===== config.mk =====
export PLATFORM = sky130hd
export DESIGN_NAME = trwq_ctrl
export DESIGN_NICKNAME = d
export VERILOG_FILES = /design/src/rtl/core/trwq_pkg.sv /design/src/rtl/core/trwq_ctrl.sv
export SDC_FILE = /design/constraint.sdc
export NUM_CORES = 1
export LEC_CHECK = 0
export ABC_AREA = 0
export BUFFER_PORTS_ARGS = -buffer_cell sky130_fd_sc_hd__buf_2
export CAP_MARGIN = 20
export CORE_MARGIN = 8
export CORE_UTILIZATION = 35
export DETAILED_ROUTE_END_ITERATION = 12
export GPL_TIMING_DRIVEN = 0
export HOLD_SLACK_MARGIN = 0.05
export PLACE_DENSITY_LB_ADDON = 0.1
export REMOVE_ABC_BUFFERS = 1
export SETUP_SLACK_MARGIN = 0.02
export SYNTH_ARGS = -nofsm -noshare
export SYNTH_HDL_FRONTEND = slang
export SYNTH_SLANG_ARGS = --single-unit

===== constraint.sdc =====
create_clock -name clk -period 2.1 [get_ports clk]
set_input_delay 0.42 -clock clk [delete_from_list [all_inputs] [get_ports clk]]
set_output_delay 0.42 -clock clk [all_outputs]
set_load 0.05 [all_outputs]

===== src/rtl/core/trwq_pkg.sv =====
package trwq_pkg;

	localparam int OP_W      = 2;
	localparam int PAYLOAD_W = 32;
	localparam int TIME_W    = 63;
	localparam int BOUND_W   = 64;
	localparam int COUNT_W   = 7;

	typedef enum logic [OP_W-1:0] {
		OP_ADD    = 2'd0,
		OP_QUERY  = 2'd1,
		OP_LATEST = 2'd2
	} op_t;

	typedef struct packed {
		logic accept_add;
		logic start_scan;
		logic start_latest;
		logic capture;
		logic advance;
		logic push_pend;
		logic push_last;
		logic push_marker;
	} ctrl_cmd_t;

	typedef struct packed {
		logic held_zero;
		logic scan_match;
		logic scan_last;
		logic pend_valid;
		logic out_free;
	} dp_status_t;

endpackage


===== src/rtl/core/trwq_ctrl.sv =====
module trwq_ctrl (
	input  logic                  clk,
	input  logic                  arst_n,
	input  logic                  in_valid,
	input  logic [1:0]            operation,
	output logic                  in_ready,
	input  trwq_pkg::dp_status_t  status,
	output trwq_pkg::ctrl_cmd_t   cmd
);
	import trwq_pkg::*;

	typedef enum logic [5:0] {
		ST_IDLE      = 6'b000001,
		ST_SCAN_RD   = 6'b000010,
		ST_SCAN_EV   = 6'b000100,
		ST_LATEST_RD = 6'b001000,
		ST_LATEST_EV = 6'b010000,
		ST_FINISH    = 6'b100000
	} state_t;

	state_t state_q;
	state_t state_d;

	always_comb begin
		cmd      = '0;
		state_d  = state_q;
		in_ready = (state_q == ST_IDLE);
		unique case (state_q)
			ST_IDLE: begin
				if (in_valid) begin
					unique case (operation)
						OP_ADD: begin
							cmd.accept_add = 1'b1;
							// The add result looks like an empty marker with the new count.
							if (status.out_free) begin
								cmd.push_marker = 1'b1;
							end else begin
								state_d = ST_FINISH;
							end
						end
						OP_QUERY: begin
							cmd.start_scan = 1'b1;
							state_d = status.held_zero ? ST_FINISH : ST_SCAN_RD;
						end
						OP_LATEST: begin
							cmd.start_latest = 1'b1;
							state_d = status.held_zero ? ST_FINISH : ST_LATEST_RD;
						end
						default: begin
							state_d = ST_IDLE;
						end
					endcase
				end
			end
			ST_SCAN_RD: begin
				state_d = ST_SCAN_EV;
			end
			ST_SCAN_EV: begin
				// A new match can only be held when the previous one can go out,
				// since the last flag is known only when the next match or the end shows.
				if (!status.scan_match || !status.pend_valid || status.out_free) begin
					if (status.scan_match) begin
						cmd.capture   = 1'b1;
						cmd.push_pend = status.pend_valid;
					end
					cmd.advance = 1'b1;
					state_d = status.scan_last ? ST_FINISH : ST_SCAN_RD;
				end
			end
			ST_LATEST_RD: begin
				state_d = ST_LATEST_EV;
			end
			ST_LATEST_EV: begin
				cmd.capture = 1'b1;
				state_d = ST_FINISH;
			end
			ST_FINISH: begin
				if (status.out_free) begin
					if (status.pend_valid) begin
						cmd.push_pend = 1'b1;
						cmd.push_last = 1'b1;
					end else begin
						cmd.push_marker = 1'b1;
					end
					state_d = ST_IDLE;
				end
			end
			default: begin
				state_d = ST_IDLE;
			end
		endcase
	end

	always_ff @(posedge clk or negedge arst_n) begin
		if (!arst_n) begin
			state_q <= ST_IDLE;
		end else begin
			state_q <= state_d;
		end
	end

endmodule


==> results by group, run 1 <==
Outcome
  – Status: complete, no violations

Die
  – CORE AREA: 1490 um^2
  – Die ar.: 3080 um^2
  – Rows: 14
  – I/O Pins: 19
  – Die Y: 55.5 um
  – Starting Density: 36.7%
  – Die X: 55.5 um

Layout
  – Share of cells above drive strength 1: 50.0%
  – Max reg flops: 6
  – Layout Area Growth over Synthesis: 49.4%
  – Top flop regs: state_q (6)
  – Top reg by flops: state_q
  – Nets: 109
  – Fin util: 54.9%
  – Fillers: 131
  – Diodes inserted: 0

STA
  – Worst Tran Pin Value: 0.361 ns
  – Unrepaired setup endpoints after global routing: true
  – Final min period: 2.06 ns
  – Fin. max-slew vios: 0
  – Total negative setup slack: 0 ns
  – Rel. slew slack: 75.8%
  – Final Cycle Share: 98.1%
  – Final Setup Violations: 0
  – Final Skew: 0.00453 ns
  – Hold Fails Final Rpt: 0
  – Fmax: 0.485 GHz

Worst setup path
  – CP Launch Type: flop
  – Register-to-Register Setup Slack: 0.21 ns
  – Crit. End Element: primary output
  – CP max-delay cell: dfrtp_2
  – Worst Path Max Fanout: 5
  – R2R Path End: state_q[5]
  – WP buf/inv: 1
  – CP Data Required Time: 1.68 ns
  – Setup CP Type: flop to primary output
  – R2r worst-path depth: 5
  – Critical Path, Cell by Cell: nor3_4 > nand4_1 > nor3_2 > o21a_1 > buf_6
  – Critical path depth in cells: 5
  – Worst reg2reg path startpoint: state_q[1]
  – CP max stage delay: 0.44 ns
  – Critical Path AT: 1.64 ns
  – Kind of cell adding the most delay to the critical path: simple AND/OR/NAND/NOR gates
  – Worst setup path startpoint: state_q[3]

Drt
  – Vias per cell: 5.49
  – DRC Markers: 0
  – Routed WL per cell: 13.6 um
  – Vias post-DR: 626
  – ANT nets after route: 0
  – Initial DRC count: 9
  – WL final: 1550 um
  – First-pass iteration count of the detailed router: 4

Clock network
  – Clock Latency Late Sink: 0.25 ns
  – Worst-case clock buffer depth: 2
  – Clock transition at path regs: 0.05 ns
  – TritonCTS clock tree: done
  – CTS Buf Count: 3
  – Root Buffer: clkbuf_4
  – H-Tree Depth: 1
  – Clock Sinks: 6

Power and ir drop
  – PD cells: 1020 nW/um^2
  – Cell-internal power: 0.430 mW
  – Clk network pwr share: 14.3%
  – Combinational group share of total power: 61.2%
  – IR drop worst, VDD: 0.708 mV
  – Seq pwr share: 24.4%
  – Net Sw Power: 0.402 mW
  – Leak pwr: 0.344 nW
  – Switching part of the total: 48.3%

Global route
  – Met2 Use GR: 14.7%
  – Largest net degree at the start of global routing: 10
  – Overflow after GRT: 0
  – Gr usage total: 9.13%
  – Initial antenna violation count: 0
  – First-pass GRT wire length: 2420 um
  – Gr busiest metal: met2
  – Vias in the first global route: 577
  – Met1 usage: 10.4%
  – M3 GR Usage: 3.20%

Flow run
  – Max_cap viols: 0

Placement
  – DP HPWL: 1120 um
  – GPL Wtd Cong: 0.751
  – IO Port Bufs: 18

Worst hold path
  – Worst hold start: status[4]
  – Hold/Removal Path Class: primary input to flop
  – Worst hold path depth: 2
  – Hold endpoint: state_q[3]

Yosys
  – Register area share after synthesis: 27.7%
  – Mapped cell area: 547 um^2
  – Yosys reg bits: 6
  – Gate Count Post-Synth: 68
  – Post-synthesis average cell area: 8.04 um^2
  – Post-synth cell types: 33
  – Synth warnings: 0
-- per-stage QoR --
step / cell area [um^2] / setup slack [ns] / instances / total power [mW] / hold WS [ns]
finish: 817 / 0.0402 / 114 / 0.832 / 0.356
global route: 817 / -0.125 / 114 / 0.904 / 0.341
CTS: 694 / -0.0139 / 103 / 0.736 / 0.360
detailed placement: 626 / 0.0609 / 98 / 0.589 / 0.246
global placement: 626 / 0.0267 / 98 / 0.591 / 0.245
floorplan: 515 / -0.874 / 64 / 0.493 / 0.124
-- final cells by class --
class | instances | area [um^2] | area share [%]
Timing Repair Buffer | 30 | 206 | 25.3
Inverter | 5 | 18.8 | 2.30
Clock buffer | 4 | 26.3 | 3.22
Sequential cell | 6 | 158 | 19.3
Tap cell | 16 | 20.0 | 2.45
Multi-Input combinational cell | 53 | 388 | 47.5
-- layer usage --
metal | vias up | share of wire (%)
met5 | - | 0
met4 | 0 | 1.8
met3 | 4 | 4.8
met2 | 23 | 48
met1 | 292 | 45
li1 | 307 | -
-- logic make-up after synthesis --
| kind of cell | count (synthesis) | share of synthesized area (%) |
|---|---|---|
| muxes | 1 | 1.83 |
| buffers and inverters | 9 | 9.15 |
| DFF | 6 | 27.7 |
| AOI/OAI and AO/OA | 16 | 22.4 |
| adders and majority gates | 1 | 1.83 |
| and+or+nand+nor | 34 | 35.5 |
| xor gates and xnor gates | 1 | 1.60 |
-- synthesized netlist by cell type --
library cell,instances,area [um^2]
a2bb2oi_1,1,8.76
nand3b_1,2,15.0
o31ai_1,1,7.51
nor4b_4,1,23.8
xor2_1,1,8.76
a22oi_2,1,12.5
mux2i_1,1,10.0
dfstp_2,1,26.3
dfrtp_1,5,125
nor3_1,4,20.0
nor3_2,1,10.0
a221oi_1,1,8.76
nand2_1,3,11.3
nor2b_1,2,12.5
buf_6,2,22.5
nand2b_1,1,6.26
o21ai_0,3,15.0
nor4_1,1,6.26
maj3_1,1,10.0
a221o_1,1,10.0
a32oi_1,1,8.76
and3_1,1,6.26
nand4_1,2,12.5
o32ai_2,1,16.3
a21oi_1,4,20.0
inv_1,5,18.8
buf_2,1,5.00
o21a_1,1,7.51
o211ai_1,1,7.51
nor4b_1,1,8.76
nand3_1,4,20.0
clkbuf_1,1,3.75
nor2_1,11,41.3
-- worst max-delay path by stage --
stage | end | slack, ns
2_1_floorplan | cmd[0] | -0.87
3_3_place_gp | cmd[0] | 0.03
3_5_place_dp | cmd[0] | 0.06
4_1_cts | cmd[0] | -0.01
5_1_grt | cmd[0] | -0.12
6_report | cmd[0] | 0.04
-- power groups by stage --
stage               clock, mW  sequential [mW]  combinational, mW
floorplan                   0            0.191              0.302
global placement            0            0.204              0.386
CTS                     0.123            0.210              0.403
detailed placement          0            0.203              0.386
finish                  0.119            0.203              0.510
global route            0.138            0.212              0.554
-- cells in the final DEF, fill, tap and decap left out, types with 2 or more instances in the layout --
master    count
a21oi_1       3
buf_2        13
buf_4        13
buf_6         3
clkbuf_4      3
dfrtp_2       5
inv_1         5
nand2_1       2
nand3_1       2
nand3_2       2
nand3b_1      2
nand4_1       2
nor2_1       11
nor2b_1       2
nor3_1        2
nor3_4        2
o21ai_0       2
-- timing repair --
action                                  4_1_cts  5_1_grt
resized for setup                             9       15
endpoints found under the setup margin        9        9
setup buffers                                 0       11
hold buffers                                  1        0
pin swaps                                     1        7
endpoints found under the hold margin         5        0
No activity file was read; power rests on OpenSTA's default activity.
==> run 2, diff against run 1 <==
Settings changed: CORE_AREA set to 8 8 45 47, CORE_MARGIN 8 to not set, CORE_UTILIZATION 35 to not set, DIE_AREA set to 0 0 53 55.
==> results by group, run 2 (synthesis gave the netlist of run 1 again) <==
STA
  – Fin. max-slew vios: 0 (unchanged)
  – Final Setup Violations: 0 (unchanged)
  – Hold slack: 0.358 ns (+0.00168 ns)
  – Final Cycle Share: 98.4% (+0.30 points)
  – Final Skew: 0.00480 ns (+0.000270 ns)
  – Final min period: 2.07 ns (+0.00636 ns)
  – Fmax: 0.484 GHz (-0.31%)
  – Rel. slew slack: 76.2% (+0.39 points)
  – Worst Tran Pin Value: 0.353 ns (-0.00753 ns)
  – Unrepaired setup endpoints after global routing: true
  – Hold Fails Final Rpt: 0 (unchanged)

Clock network
  – CTS Buf Count: 3 (unchanged)
  – H-Tree Depth: 1 (unchanged)
  – TritonCTS clock tree: done
  – Clock Latency Late Sink: 0.25 ns (about the same)
  – Clock transition at path regs: 0.05 ns (about the same)
  – Worst-case clock buffer depth: 2 (unchanged)
  – Clock Sinks: 6 (unchanged)
  – Root Buffer: clkbuf_4

Placement
  – Placed Instance Area: 626 um^2 (unchanged)
  – DP HPWL: 1130 um (+1.3%)
  – IO Port Bufs: 18 (unchanged)
  – GPL Wtd Cong: 0.753 (+0.25%)

Worst setup path
  – Crit. End Element: primary output
  – R2r worst-path depth: 5 (unchanged)
  – Worst reg2reg path startpoint: state_q[4]
  – CP Data Required Time: 1.68 ns (about the same)
  – CP Launch Type: flop
  – Worst Path Max Fanout: 8 (+3)
  – Critical Path AT: 1.65 ns (about the same)
  – Setup CP Type: flop to primary output
  – Register-to-Register Setup Slack: 0.25 ns (+0.04 ns)
  – R2R Path End: state_q[5]

Drt
  – Initial DRC count: 13 (+4)
  – Vias per cell: 5.79 (+5.5%)
  – WL met2: 843 um (+12%)
  – WL met3: 108 um (+46%)
  – First-pass iteration count of the detailed router: 4 (unchanged)
  – ANT nets after route: 0 (unchanged)
  – Routed WL per cell: 14.5 um (+6.8%)
  – Vias post-DR: 643 (+2.7%)
  – WL final: 1610 um (+4.0%)
  – Met1 WL: 636 um (-8.8%)
  – Top sig layer: met4
  – DRC Markers: 0 (unchanged)

Global route
  – Overflow after GRT: 0 (unchanged)
  – Vias in the first global route: 600 (+4.0%)
  – Initial antenna violation count: 0 (unchanged)
  – Gr usage total: 11.6% (+2.5 points)
  – Largest net degree at the start of global routing: 10 (unchanged)
  – First-pass GRT wire length: 2560 um (+6.0%)

Die
  – Die X: 53 um (-4.5%)
  – Die ar.: 2920 um^2 (-5.5%)
  – Starting Density: 39.5% (+2.8 points)
  – Rows: 14 (unchanged)
  – CORE AREA: 1380 um^2 (-7.1%)
  – I/O Pins: 19 (unchanged)
  – Die Y: 55 um (-0.95%)

Power and ir drop
  – Switching part of the total: 48.4% (+0.13 points)
  – PD cells: 1080 nW/um^2 (+5.6%)
  – IR drop worst, VDD: 0.980 mV (+38%)
  – Clk network pwr share: 13.9% (-0.4 points)
  – Cell-internal power: 0.448 mW (+4.2%)
  – Seq pwr share: 24.6% (+0.2 points)
  – Leak pwr: 0.333 nW (-3.1%)
  – Net Sw Power: 0.421 mW (+4.7%)
  – Combinational group share of total power: 61.5% (+0.3 points)

Layout
  – Layout Area Growth over Synthesis: 47.8%
  – Max reg flops: 6 (unchanged)
  – Share of cells above drive strength 1: 49.5% (-0.53 points)
  – Diodes inserted: 0 (unchanged)
  – Most frequent cells in the layout: buf_2 (11), buf_4 (11), nor2_1 (9)
  – Top flop regs: state_q (6)
  – Design Area, Final: 808 um^2 (-1.1%)
  – Top reg by flops: state_q
  – Nets: 106 (-2.8%)

Worst hold path
  – Worst hold path depth: 2 (unchanged)
  – Worst hold start: status[4]
  – Hold/Removal Path Class: primary input to flop
  – Hold endpoint: state_q[3]

Outcome
  – Status: complete, no violations

Flow run
  – Max_cap viols: 0 (unchanged)
## run 2: changes by cell type in the layout (fill, tap and decap cells not counted), moves of 2 or more
cell    before  now
buf_2       13   11
nor2_1      11    9
nor2_2       0    2
buf_4       13   11
## run 2: how the worst max path moves through the flow
stage	startpoint	endpoint	slack (ns)	cells after the start
after CTS	state_q[1]	cmd[0]	0.01	5
after global placement	state_q[2]	cmd[0]	0.06	5
final	state_q[0]	cmd[0]	0.03	4
after detailed placement	state_q[2]	cmd[0]	0.04	5
after global routing	state_q[5]	cmd[0]	-0.07	5
after floorplan	state_q[2]	cmd[0]	-0.87	4
## run 2: through the flow
stage                     TNS [ns]  util (%)  setup WS, ns  total power, mW  cells
final                            0      58.4        0.0338            0.869    111
after CTS                        0      51.3        0.0136            0.750    105
after global placement           0      45.2        0.0615            0.591     98
after global routing        -0.137      58.4       -0.0730            0.913    111
after floorplan              -1.91         -        -0.874            0.493     64
after detailed placement         0      45.2        0.0368            0.585     98
## run 2: cell type report
| type | count | area [um^2] |
|---|---|---|
| Inverter | 5 | 18.8 |
| Sequential cell | 6 | 158 |
| Tap cell | 16 | 20.0 |
| Fill cell | 130 | 576 |
| Timing Repair Buffer | 27 | 189 |
| Clock buffer | 4 | 26.3 |
| Multi-Input combinational cell | 53 | 397 |
## run 2: metal layers
layer | up-vias | track usage [%]
met3 | 4 | 2.67
met5 | - | 0
li1 | 307 | -
met2 | 32 | 19.7
met4 | 0 | 7.33
met1 | 300 | 12.8
## run 2: worst max-delay path, stage by stage (launching register included)
cell and delay (ns):
dfstp_2 0.65, nand4_1 0.20, nor3_2 0.24, o21a_1 0.14
buf_6 0.15
## run 2: what timing repair did
item	in CTS	in global routing
setup buffers	2	6
hold buffers	1	0
hold endpoints to repair	5	0
endpoints found under the setup margin	9	9
cloned	0	0
resized for setup	9	20
pin swaps	3	5
## run 2: power by group through the flow
stage	Clock [mW]	Combinational [mW]	Sequential (mW)
2_1_floorplan	0	0.302	0.191
3_3_place_gp	0	0.386	0.204
3_5_place_dp	0	0.382	0.203
4_1_cts	0.125	0.416	0.209
5_1_grt	0.131	0.565	0.216
6_report	0.120	0.535	0.214
